File: src/rtl/ipfilt_pkg.sv
// types, constants and helpers shared by the prefix filter files
package ipfilt_pkg;

   // field widths fixed by the item format
   localparam int ADDR_W          = 32;
   localparam int PLEN_W          = 6;
   localparam int ACTION_W        = 2;
   localparam int STATUS_W        = 2;
   localparam int COUNT_W         = 5;
   localparam int MAX_ENTRIES_DEF = 16;
   localparam int PADDR_W         = 3;
   localparam int PDATA_W         = 32;

   localparam logic [PLEN_W-1:0] PREFIX_MAX = PLEN_W'(32);
   localparam logic [ADDR_W-1:0] FULL_MASK  = 32'hFFFF_FFFF;

   typedef enum logic [ACTION_W-1:0] {
      ACT_CLEAR  = 2'd0,
      ACT_APPEND = 2'd1,
      ACT_QUERY  = 2'd2
   } action_type;

   typedef enum logic [STATUS_W-1:0] {
      ST_OK     = 2'd0,
      ST_FULL   = 2'd1,
      ST_BADLEN = 2'd2
   } status_type;

   typedef enum logic [1:0] {
      S_IDLE,
      S_RUN,
      S_HOLD
   } state_type;

   // csr register indexes (paddr bit 2)
   typedef enum logic {
      REG_FILTER_ENABLED = 1'b0,
      REG_ALLOW_MODE     = 1'b1
   } reg_index_type;

   // token that walks the cell chain
   typedef struct packed {
      logic              valid;
      logic              query;
      logic              write;
      logic              match;
      logic [ADDR_W-1:0] address;
      logic [PLEN_W-1:0] plen;
   } token_type;

   // network mask for a prefix length of 0 to 32
   function automatic logic [ADDR_W-1:0] prefix_mask(input logic [PLEN_W-1:0] plen);
      prefix_mask = ~(FULL_MASK >> plen);
   endfunction

endpackage

File: src/rtl/ipfilt_if.sv
// request and response channel interfaces of the prefix filter

interface ipfilt_req_if;
   logic        valid;
   logic        ready;
   logic [1:0]  action;
   logic [31:0] address;
   logic [5:0]  prefix_len;

   modport source (output valid, output action, output address, output prefix_len,
                   input ready);
   modport sink   (input valid, input action, input address, input prefix_len,
                   output ready);
endinterface

interface ipfilt_rsp_if #(parameter int COUNT_W = ipfilt_pkg::COUNT_W);
   logic               valid;
   logic               ready;
   logic               allowed;
   logic               matched;
   logic [1:0]         status;
   logic [COUNT_W-1:0] entry_count;

   modport source (output valid, output allowed, output matched, output status,
                   output entry_count, input ready);
   modport sink   (input valid, input allowed, input matched, input status,
                   input entry_count, output ready);
endinterface

File: src/rtl/ipfilt_cell.sv
// one table entry of the prefix filter chain
module ipfilt_cell #(
   parameter int CNT_W = ipfilt_pkg::COUNT_W
) (
   input  logic                  clock,
   input  logic                  reset,
   input  ipfilt_pkg::token_type tok_in,
   input  logic [CNT_W-1:0]      left_in,
   output ipfilt_pkg::token_type tok_out,
   output logic [CNT_W-1:0]      left_out
);
   import ipfilt_pkg::*;

   logic [ADDR_W-1:0] net_ff, net_in;
   logic [PLEN_W-1:0] plen_ff, plen_in;
   token_type         tok_ff, tok_in_nx;
   logic [CNT_W-1:0]  left_ff, left_in_nx;
   logic              occupied;
   logic              covers;

   // this entry holds data when entries remain ahead of the token
   assign occupied = (left_in != '0);
   assign covers   = ((tok_in.address ^ net_ff) & prefix_mask(plen_ff)) == '0;

   // compare on query, write the first free entry on append
   always_comb begin
      tok_in_nx  = tok_in;
      net_in     = net_ff;
      plen_in    = plen_ff;
      left_in_nx = occupied ? left_in - CNT_W'(1) : left_in;
      if (tok_in.valid && tok_in.query && occupied && covers) begin
         tok_in_nx.match = 1'b1;
      end
      if (tok_in.valid && tok_in.write && !occupied) begin
         net_in          = tok_in.address;
         plen_in         = tok_in.plen;
         tok_in_nx.write = 1'b0;
      end
   end

   // entry storage
   always_ff @(posedge clock) begin
      net_ff  <= net_in;
      plen_ff <= plen_in;
   end

   // token stage toward the neighbor
   always_ff @(posedge clock) begin
      if (reset) begin
         tok_ff  <= '0;
         left_ff <= '0;
      end else begin
         tok_ff  <= tok_in_nx;
         left_ff <= left_in_nx;
      end
   end

   assign tok_out  = tok_ff;
   assign left_out = left_ff;

endmodule

File: src/rtl/ipv4_prefix_allow_block_filter_unit.sv
// top level of the ipv4 prefix allow/block filter
// An IPv4 prefix access list of MAX_ENTRIES entries, one entry per cell in a
// chain. Each request word (clear, append or query) is taken when the block is
// idle and launched as a token through the chain: each cell compares the
// address against its own prefix or, for an append, stores the prefix in the
// first free cell. The block takes no new request until the token has been
// launched, has walked the chain, its result has been captured and the
// response loaded; the response word sits in an output register and a new
// request is accepted while it waits to be taken.
// The csr port holds filter_enabled at byte address 0 and allow_mode at 4.
module ipv4_prefix_allow_block_filter_unit #(
   parameter int MAX_ENTRIES = ipfilt_pkg::MAX_ENTRIES_DEF
) (
   input  logic                              clock,
   input  logic                              reset,
   ipfilt_req_if.sink                        req_chan,
   ipfilt_rsp_if.source                      rsp_chan,
   input  logic                              psel,
   input  logic                              penable,
   input  logic                              pwrite,
   input  logic [ipfilt_pkg::PADDR_W-1:0]    paddr,
   input  logic [ipfilt_pkg::PDATA_W-1:0]    pwdata,
   output logic [ipfilt_pkg::PDATA_W-1:0]    prdata,
   output logic                              pready
);
   import ipfilt_pkg::*;

   localparam int CNT_W = $clog2(MAX_ENTRIES + 1);

   state_type        state_ff, state_in;
   logic             enabled_ff, enabled_in;
   logic             allow_ff, allow_in;
   logic [CNT_W-1:0] count_ff, count_in;
   logic [1:0]       act_ff, act_in;
   status_type       status_ff, status_in;
   token_type        launch_ff, launch_in;
   logic [CNT_W-1:0] launch_left_ff, launch_left_in;
   logic             pend_allowed_ff, pend_allowed_in;
   logic             pend_matched_ff, pend_matched_in;
   logic             rsp_valid_ff, rsp_valid_in;
   logic             rsp_allowed_ff, rsp_allowed_in;
   logic             rsp_matched_ff, rsp_matched_in;
   status_type       rsp_status_ff, rsp_status_in;
   logic [CNT_W-1:0] rsp_count_ff, rsp_count_in;

   token_type        tok_chain  [0:MAX_ENTRIES];
   logic [CNT_W-1:0] left_chain [0:MAX_ENTRIES];

   logic             accept;
   logic             exit_hit;
   logic             load_rsp;
   logic             csr_write;
   logic             is_query;
   logic             append_ok;
   status_type       new_status;

   // cell chain
   assign tok_chain[0]  = launch_ff;
   assign left_chain[0] = launch_left_ff;

   for (genvar i = 0; i < MAX_ENTRIES; i++) begin : g_cell
      ipfilt_cell #(.CNT_W(CNT_W)) u_cell (
         .clock    (clock),
         .reset    (reset),
         .tok_in   (tok_chain[i]),
         .left_in  (left_chain[i]),
         .tok_out  (tok_chain[i+1]),
         .left_out (left_chain[i+1])
      );
   end

   // next state
   always_comb begin
      state_in = state_ff;
      unique case (state_ff)
         S_IDLE: begin
            if (req_chan.valid) state_in = S_RUN;
         end
         S_RUN: begin
            if (tok_chain[MAX_ENTRIES].valid) state_in = S_HOLD;
         end
         S_HOLD: begin
            if (!rsp_valid_ff || rsp_chan.ready) state_in = S_IDLE;
         end
         default: state_in = S_IDLE;
      endcase
   end

   // state outputs
   always_comb begin
      req_chan.ready = 1'b0;
      exit_hit       = 1'b0;
      load_rsp       = 1'b0;
      unique case (state_ff)
         S_IDLE: req_chan.ready = 1'b1;
         S_RUN:  exit_hit = tok_chain[MAX_ENTRIES].valid;
         S_HOLD: load_rsp = !rsp_valid_ff || rsp_chan.ready;
         default: ;
      endcase
   end

   assign accept = req_chan.valid && req_chan.ready;

   // append checks: bad length before full table
   always_comb begin
      new_status = ST_OK;
      if (req_chan.action == ACT_APPEND) begin
         if (req_chan.prefix_len > PREFIX_MAX) begin
            new_status = ST_BADLEN;
         end else if (count_ff >= CNT_W'(MAX_ENTRIES)) begin
            new_status = ST_FULL;
         end
      end
   end

   assign is_query  = (req_chan.action == ACT_QUERY);
   assign append_ok = (req_chan.action == ACT_APPEND) && (new_status == ST_OK);

   // launch token and item bookkeeping
   always_comb begin
      launch_in       = launch_ff;
      launch_in.valid = 1'b0;
      launch_left_in  = launch_left_ff;
      act_in          = act_ff;
      status_in       = status_ff;
      if (accept) begin
         launch_in.valid   = 1'b1;
         launch_in.query   = is_query;
         launch_in.write   = append_ok;
         launch_in.match   = 1'b0;
         launch_in.address = req_chan.address;
         launch_in.plen    = req_chan.prefix_len;
         launch_left_in    = count_ff;
         act_in            = req_chan.action;
         status_in         = new_status;
      end
   end

   // verdict and entry count when the token leaves the chain
   always_comb begin
      pend_allowed_in = pend_allowed_ff;
      pend_matched_in = pend_matched_ff;
      count_in        = count_ff;
      if (exit_hit) begin
         pend_matched_in = 1'b0;
         pend_allowed_in = 1'b0;
         case (act_ff)
            ACT_CLEAR: count_in = '0;
            ACT_APPEND: begin
               if (status_ff == ST_OK) count_in = count_ff + CNT_W'(1);
            end
            ACT_QUERY: begin
               pend_matched_in = tok_chain[MAX_ENTRIES].match;
               if (!enabled_ff) begin
                  pend_allowed_in = 1'b1;
               end else if (allow_ff) begin
                  pend_allowed_in = tok_chain[MAX_ENTRIES].match;
               end else begin
                  pend_allowed_in = !tok_chain[MAX_ENTRIES].match;
               end
            end
            default: ;
         endcase
      end
   end

   // response register
   always_comb begin
      rsp_valid_in   = rsp_valid_ff && !rsp_chan.ready;
      rsp_allowed_in = rsp_allowed_ff;
      rsp_matched_in = rsp_matched_ff;
      rsp_status_in  = rsp_status_ff;
      rsp_count_in   = rsp_count_ff;
      if (load_rsp) begin
         rsp_valid_in   = 1'b1;
         rsp_allowed_in = pend_allowed_ff;
         rsp_matched_in = pend_matched_ff;
         rsp_status_in  = status_ff;
         rsp_count_in   = count_ff;
      end
   end

   assign rsp_chan.valid       = rsp_valid_ff;
   assign rsp_chan.allowed     = rsp_allowed_ff;
   assign rsp_chan.matched     = rsp_matched_ff;
   assign rsp_chan.status      = rsp_status_ff;
   assign rsp_chan.entry_count = rsp_count_ff;

   // csr writes
   assign csr_write = psel && penable && pwrite && pready;

   always_comb begin
      enabled_in = enabled_ff;
      allow_in   = allow_ff;
      if (csr_write) begin
         unique case (reg_index_type'(paddr[2]))
            REG_FILTER_ENABLED: enabled_in = pwdata[0];
            REG_ALLOW_MODE:     allow_in   = pwdata[0];
            default: ;
         endcase
      end
   end

   // csr reads
   always_comb begin
      prdata = '0;
      unique case (reg_index_type'(paddr[2]))
         REG_FILTER_ENABLED: prdata[0] = enabled_ff;
         REG_ALLOW_MODE:     prdata[0] = allow_ff;
         default: ;
      endcase
   end

   assign pready = 1'b1;

   // control registers
   always_ff @(posedge clock) begin
      if (reset) begin
         state_ff     <= S_IDLE;
         enabled_ff   <= 1'b0;
         allow_ff     <= 1'b0;
         count_ff     <= '0;
         launch_ff    <= '0;
         rsp_valid_ff <= 1'b0;
      end else begin
         state_ff     <= state_in;
         enabled_ff   <= enabled_in;
         allow_ff     <= allow_in;
         count_ff     <= count_in;
         launch_ff    <= launch_in;
         rsp_valid_ff <= rsp_valid_in;
      end
   end

   // payload registers
   always_ff @(posedge clock) begin
      launch_left_ff  <= launch_left_in;
      act_ff          <= act_in;
      status_ff       <= status_in;
      pend_allowed_ff <= pend_allowed_in;
      pend_matched_ff <= pend_matched_in;
      rsp_allowed_ff  <= rsp_allowed_in;
      rsp_matched_ff  <= rsp_matched_in;
      rsp_status_ff   <= rsp_status_in;
      rsp_count_ff    <= rsp_count_in;
   end

endmodule

File: src/flat_wrapper.sv
// flat-port wrapper written by rule: the top's interface ports become plain ports
module ipv4_prefix_allow_block_filter_unit_flat import ipfilt_pkg::*;
#(
   parameter int MAX_ENTRIES = ipfilt_pkg::MAX_ENTRIES_DEF
)
  (clock, reset, psel, penable, pwrite, paddr, pwdata, prdata, pready, req_chan_valid, req_chan_action, req_chan_address, req_chan_prefix_len, req_chan_ready, rsp_chan_valid, rsp_chan_allowed, rsp_chan_matched, rsp_chan_status, rsp_chan_entry_count, rsp_chan_ready);
  ipfilt_req_if req_chan_i ();
  ipfilt_rsp_if rsp_chan_i ();
  input  logic clock;
  input  logic reset;
  input  logic psel;
  input  logic penable;
  input  logic pwrite;
  input  logic [ipfilt_pkg::PADDR_W-1:0] paddr;
  input  logic [ipfilt_pkg::PDATA_W-1:0] pwdata;
  output logic [ipfilt_pkg::PDATA_W-1:0] prdata;
  output logic pready;
  input wire logic [$bits(req_chan_i.valid)-1:0] req_chan_valid;
  input wire logic [$bits(req_chan_i.action)-1:0] req_chan_action;
  input wire logic [$bits(req_chan_i.address)-1:0] req_chan_address;
  input wire logic [$bits(req_chan_i.prefix_len)-1:0] req_chan_prefix_len;
  output wire logic [$bits(req_chan_i.ready)-1:0] req_chan_ready;
  output wire logic [$bits(rsp_chan_i.valid)-1:0] rsp_chan_valid;
  output wire logic [$bits(rsp_chan_i.allowed)-1:0] rsp_chan_allowed;
  output wire logic [$bits(rsp_chan_i.matched)-1:0] rsp_chan_matched;
  output wire logic [$bits(rsp_chan_i.status)-1:0] rsp_chan_status;
  output wire logic [$bits(rsp_chan_i.entry_count)-1:0] rsp_chan_entry_count;
  input wire logic [$bits(rsp_chan_i.ready)-1:0] rsp_chan_ready;
  assign req_chan_i.valid = req_chan_valid;
  assign req_chan_i.action = req_chan_action;
  assign req_chan_i.address = req_chan_address;
  assign req_chan_i.prefix_len = req_chan_prefix_len;
  assign req_chan_ready = req_chan_i.ready;
  assign rsp_chan_valid = rsp_chan_i.valid;
  assign rsp_chan_allowed = rsp_chan_i.allowed;
  assign rsp_chan_matched = rsp_chan_i.matched;
  assign rsp_chan_status = rsp_chan_i.status;
  assign rsp_chan_entry_count = rsp_chan_i.entry_count;
  assign rsp_chan_i.ready = rsp_chan_ready;
  ipv4_prefix_allow_block_filter_unit #(.MAX_ENTRIES(MAX_ENTRIES)) u_core (.clock(clock), .reset(reset), .req_chan(req_chan_i), .rsp_chan(rsp_chan_i), .psel(psel), .penable(penable), .pwrite(pwrite), .paddr(paddr), .pwdata(pwdata), .prdata(prdata), .pready(pready));
endmodule
File: config.mk
export PLATFORM = sky130hd
export DESIGN_NAME = ipv4_prefix_allow_block_filter_unit_flat
export DESIGN_NICKNAME = d
export VERILOG_FILES = /design/src/rtl/ipfilt_pkg.sv /design/src/rtl/ipfilt_if.sv /design/src/rtl/ipfilt_cell.sv /design/src/rtl/ipv4_prefix_allow_block_filter_unit.sv /design/src/flat_wrapper.sv
export SDC_FILE = /design/constraint.sdc
export NUM_CORES = 2
export LEC_CHECK = 0
export ABC_AREA = 1
export ABC_CLOCK_PERIOD_IN_PS = 5600
export BUFFER_PORTS_ARGS = -buffer_cell sky130_fd_sc_hd__buf_4
export CAP_MARGIN = 15
export CORE_MARGIN = 4
export CORE_UTILIZATION = 43
export CTS_CLUSTER_DIAMETER = 120
export DETAILED_ROUTE_END_ITERATION = 10
export GPL_TIMING_DRIVEN = 0
export PLACE_DENSITY_LB_ADDON = 0.15
export SLEW_MARGIN = 20
export SYNTH_ARGS = -nofsm -noshare
export SYNTH_HDL_FRONTEND = slang
export SYNTH_SLANG_ARGS = --single-unit
File: constraint.sdc
create_clock -name clock -period 5.6 [get_ports clock]
set_input_delay 0.28 -clock clock [delete_from_list [all_inputs] [get_ports clock]]
set_output_delay 0.28 -clock clock [all_outputs]
set_load 0.02 [all_outputs]
Word-level counts from Yosys, hierarchy flattened --
Index checks and enable logic that the tools add are counted.
Word-level totals: output and inout port bits 44, register bits 1386, input bits 82, logic and storage cells 460
Operators by class: add/subtract/negate cells 16, reduce and logical (&&, ||, !) cells 161, order comparisons 2, equality and inequality tests 10, muxes and demuxes 48, bitwise gates (word level) 49, shift operators 16
Operator list (count):
- $and 32x32->32 | 16
- $logic_not 32->1 | 16
- $not 32->32 | 16
- $shr 32x6->32 const A | 16
- $xor 32x32->32 | 16
- $logic_and 1x1->1 | 85
- $mux 5 | 16
- $reduce_bool 5->1 | 16
- $sub 5x1->5 const B | 15
- $mux 42 | 1
- $reduce_or 2->1 | 15
- $mux 1 | 23
- $logic_not 1->1 | 19
- $mux 2 | 5
- $pmux 5 s2 | 1
- $logic_not 2->1 | 4
- $eq 2x1->1 const B | 3
- $eq 2x2->1 const B | 3
- $gt 6x6->1 const B | 1
- $pmux 2 s3 | 1
- $reduce_and 3->1 | 2
- $add 5x1->5 const B | 1
- $ge 5x5->1 const B | 1
- $ne 2x1->1 const B | 2
- other kinds (6) | 8

Depth between registers and ports, before layout --
depth in word-level cells 7, depth in mapped cells 12, mapped depth without buffers 12

By module --
From an unflattened synthesis, not the netlist that was laid out.
Unflattened totals: cell total of the unflattened synthesis 6468, area, all modules 57232.4 µm²
By module, submodules not included:
- ipfilt_cell | area each 3397.0 µm², times used 16, cells an instance 384
- ipv4_prefix_allow_block_filter_unit | area each 2880.3 µm², times used 1, cells an instance 324

Worst setup path before layout --
OpenSTA, ideal clock, no wires.
kind register to register, start register u_core.g_cell[8].u_cell.left_ff[0], end register u_core.g_cell[9].u_cell.net_ff[0] (enable), setup slack 1.528 ns, arrival 3.589 ns, cell stages (with the launch flop) 6, setup time 0.483 ns, required time 5.117 ns, path buffers 0, clock period less this slack 4.072 ns, cells stage by stage dfxtp_1 inv_1 ha_1 nor3b_1 nand2_1 nor3_1
On the way: word-level cells in the longest chain between the ends 3
RTL lines:
- from (decl) | line ipfilt_cell.sv:17 | logic [CNT_W-1:0] left_ff, left_in_nx;
- from (signal assigned) | line ipfilt_cell.sv:54 | left_ff <= left_in_nx;
- $reduce_bool 5->1 | line ipfilt_cell.sv:22 | assign occupied = (left_in != '0);
- $logic_not 1->1 | line ipfilt_cell.sv:34 | if (tok_in.valid && tok_in.write && !occupied) begin
- $logic_and 1x1->1 | line ipfilt_cell.sv:34
- to (signal assigned) | line ipfilt_cell.sv:43 | net_ff <= net_in;
- to (decl) | line ipfilt_cell.sv:14 | logic [ADDR_W-1:0] net_ff, net_in;
Every way passes these cells. A chain may end at the register's enable or synchronous reset.

Final worst setup path --
start input port reset, end register u_core.enabled_ff
RTL lines:
- from (decl) | line flat_wrapper.sv:10 | input logic reset;
- to (signal assigned) | line ipv4_prefix_allow_block_filter_unit.sv:227 | enabled_ff <= enabled_in;
- to (decl) | line ipv4_prefix_allow_block_filter_unit.sv:31 | logic enabled_ff, enabled_in;
No word-level cell between the ends.

==> run_results.csv <==
group,metric,value,unit
logic_synthesis,syn-cell-area,54500,sq um
sta,rsz0062_at_grt,"no",
logic_synthesis,syn_inst,5881,
power,ir_worst_vdd,0.000355,V
clock_tree,insertion_delay,0.76,ns
sta,period_minus_slack,2.74,ns
sta,fin_crit_sh,48.9,%
global_routing,grt_overflow,0,
setup_path,worst-path-max-fanout,10,
route,ant_nets,0,
final_layout,n_antenna_cell,0,
setup_path,worstPathRequired,6.24,ns
placed_design,place_inst,7679,
sta,fmax,365,MHz
clock_tree,cts.clk_slew.worst_paths,0.06,ns
flow_run,cap_viol_max_count,0,
route,drt_iter0_drc,2495,
logic_synthesis,ys_warn_count,0,
setup_path,r2r_start,"u_core.g_cell[4].u_cell.left_out[0]$_SDFF_PP0_",
power,p_leak,26.3,nW
run_status,status,"complete, no violations",
clock_tree,cts_tree,"yes",
clock_tree,cts_buffers,149,
sta,hold_ws,0.274,ns
sta,slew_headroom,21.4,%
route,vias,36900,
logic_synthesis,synth_edf_count,628,
sta,fin_setup_tns,0,ns
setup_path,cp_data_arrival_time,3.38,ns
floorplan,rows,130,
route,wl_per_cell,16.7,microns
floorplan,coreArea,126000,sq um
clock_tree,cts_buffer_depth,3,
setup_path,cp-end-kind,"register",
sta,finClkSkew,0.0245,ns
final_layout,fin_area,63100,sq um
setup_path,crit_path_start_kind,"input pin",
setup_path,critical_path_class,"in2reg",
global_routing,grt_pass1_vias,35900,
clock_tree,post_cts_buffers,0,
worst_hold_path,min-delay-start,"req_chan_action[0]",
floorplan,start_util,43.3,%
floorplan,die-area,132000,sq um
power,cellPowerDensity,346,nW/um^2
route,drc,0,
placed_design,dp_hpwl,102000,microns
floorplan,die_h,364,microns
placed_design,placement.cell_area,57700,sq um
final_layout,fillCellCount,11800,
logic_synthesis,ys_types,40,
logic_synthesis,async_flop_share,0,%
floorplan,die_w,364,microns
route,firstDrtPassIters,5,
logic_synthesis,avgSynthCellArea,9.26,sq um
global_routing,grt_start_max_net_pins,27,
sta,final-hold-violation-count,0,
global_routing,antenna_found_initial,1,
placed_design,gp_congestion,0.847,
power,p_total,21.9,mW
final_layout,area_growth,15.9,%
route,via_per_inst,4.60,
final_layout,fin_nets,6327,
clock_tree,clock_tree.root_cell,"clkbuf_16",
route,wl,133000,microns
global_routing,grt_pass1_wl,205000,microns
logic_synthesis,synth_flop_cell,"dfxtp_1",
final_layout,drive_above_1_share,8.06,%
clock_tree,clock_sinks,1386,
clock_tree,h-tree-depth,4,
sta,setup_viol,0,
sta,slew_viol_final,0,
final_layout,fin_cells,8003,
logic_synthesis,ys_ff_latch,1386,
logic_synthesis,synth_seq_area_share,62.5,%
setup_path,startpoint,"reset",
placed_design,port_buffers,60,
floorplan,ioPinCount,126,
global_routing,grt_usage,20.2,%
sta,tightestPinTransition,1.16,ns
worst_hold_path,hold_path_class,"in2reg",
## where the power goes
| part | switching [mW] | total, mW | internal, mW |
|---|---|---|---|
| Combinational | 0.680 | 1.09 | 0.408 |
| Clock | 3.96 | 9.84 | 5.88 |
| Sequential | 0.184 | 10.9 | 10.7 |
## placed cells by master, fill, tap and decap left out, types with 147 or more instances in the layout
master and instances:
nand2_1 1198, inv_1 1004, nor2_1 965, dfxtp_1 758, edfxtp_1 628, xor2_1 329, nand3_1 242, o21ai_0 173
clkbuf_16 155, buf_4 147
## Yosys cell counts, types with 4 or more instances
cell type,n,share of area [%]
nor3_1,51,0.47
a211oi_1,10,0.14
nand2_2,15,0.17
o22ai_1,39,0.45
nor2_2,13,0.15
buf_1,4,0.028
dfxtp_1,758,28
o21ai_0,173,1.6
buf_2,29,0.27
inv_1,1004,6.9
nand4_1,8,0.092
o21ai_1,37,0.34
clkbuf_1,70,0.48
nor2_4,20,0.41
xnor2_1,64,1.0
edfxtp_1,628,35
nor2_1,967,6.7
nand3_1,242,2.2
a21oi_1,104,0.96
buf_4,34,0.47
xor2_1,329,5.3
nand2_1,1198,8.3
inv_2,17,0.12
ha_1,17,0.39
or2_2,22,0.25
## final timing paths
check / end / slack (ns) / cells past startpoint
setup / recovery: u_core.enabled_ff$_SDFFE_PP0P_ / 2.86 / 7
hold / removal: u_core.act_ff[0]$_DFFE_PP_ / 0.27 / 2
setup reg to reg: u_core.g_cell[5].u_cell.net_ff[10]$_DFFE_PP_ / 2.98 / 7
hold reg to reg: u_core.g_cell[15].u_cell.plen_ff[2]$_DFFE_PP_ / 0.40 / 0
## worst max-delay path, stage by stage
cell           delay (ns)
dlygate4sd3_1        0.53
buf_4                0.13
buf_2                0.38
clkbuf_1             0.70
buf_2                0.67
a21oi_1              0.07
dlygate4sd3_1        0.60
## layout make-up
cell class	instances	area, sq um	area share (%)
flip-flops and latches	1386	34000	53.9
multi-input cells	3362	16100	25.5
clock buffers	210	4230	6.70
inverters	1024	3840	6.09
well taps	1650	2060	3.27
repair buffers	166	1410	2.23
clock inverters	66	734	1.16
plain buffers	139	688	1.09
## routing by layer
layer	share of wire (%)	wire, microns	global-route usage, %
met1	47	62800	27.9
met2	46	61100	32.5
met3	4.3	5760	3.17
met4	2.8	3680	6.61
met5	0.0098	13	0
## flip-flops by register name, indices dropped and copies added (netlist names), 2 cells and up
register / count
u_core.act_ff: 2
u_core.launch_left_ff: 5
u_core.g_cell.u_cell.left_out: 75
u_core.launch_ff: 41
u_core.count_ff: 5
u_core.state_ff: 2
u_core.g_cell.u_cell.tok_out: 632
u_core.rsp_chan.entry_count: 5
u_core.g_cell.u_cell.net_ff: 512
u_core.rsp_chan.status: 2
u_core.status_ff: 2
u_core.g_cell.u_cell.plen_ff: 96
## cell families after synthesis
group           share of synthesized area, %
compound gates                          3.69
simple gates                            18.8
fa+ha+maj                              0.391
buf+inv                                 8.32
other cells                           0.0138
xor+xnor                                6.32
flops                                   62.5
## metrics by stage
step | setup WS, ns | util (%)
5_1_grt | 2.75 | 50.2
4_1_cts | 2.92 | 50.2
6_report | 2.86 | 50.2
3_3_place_gp | -0.0792 | 45.4
3_5_place_dp | 2.91 | 45.9
2_1_floorplan | 1.53 | -
## repair_timing
action / CTS / global route
resized for setup: 0 / 0
hold buffers: 48 / 0
endpoints found under the hold margin: 50 / 0
(Power assumes the default switching activity.)
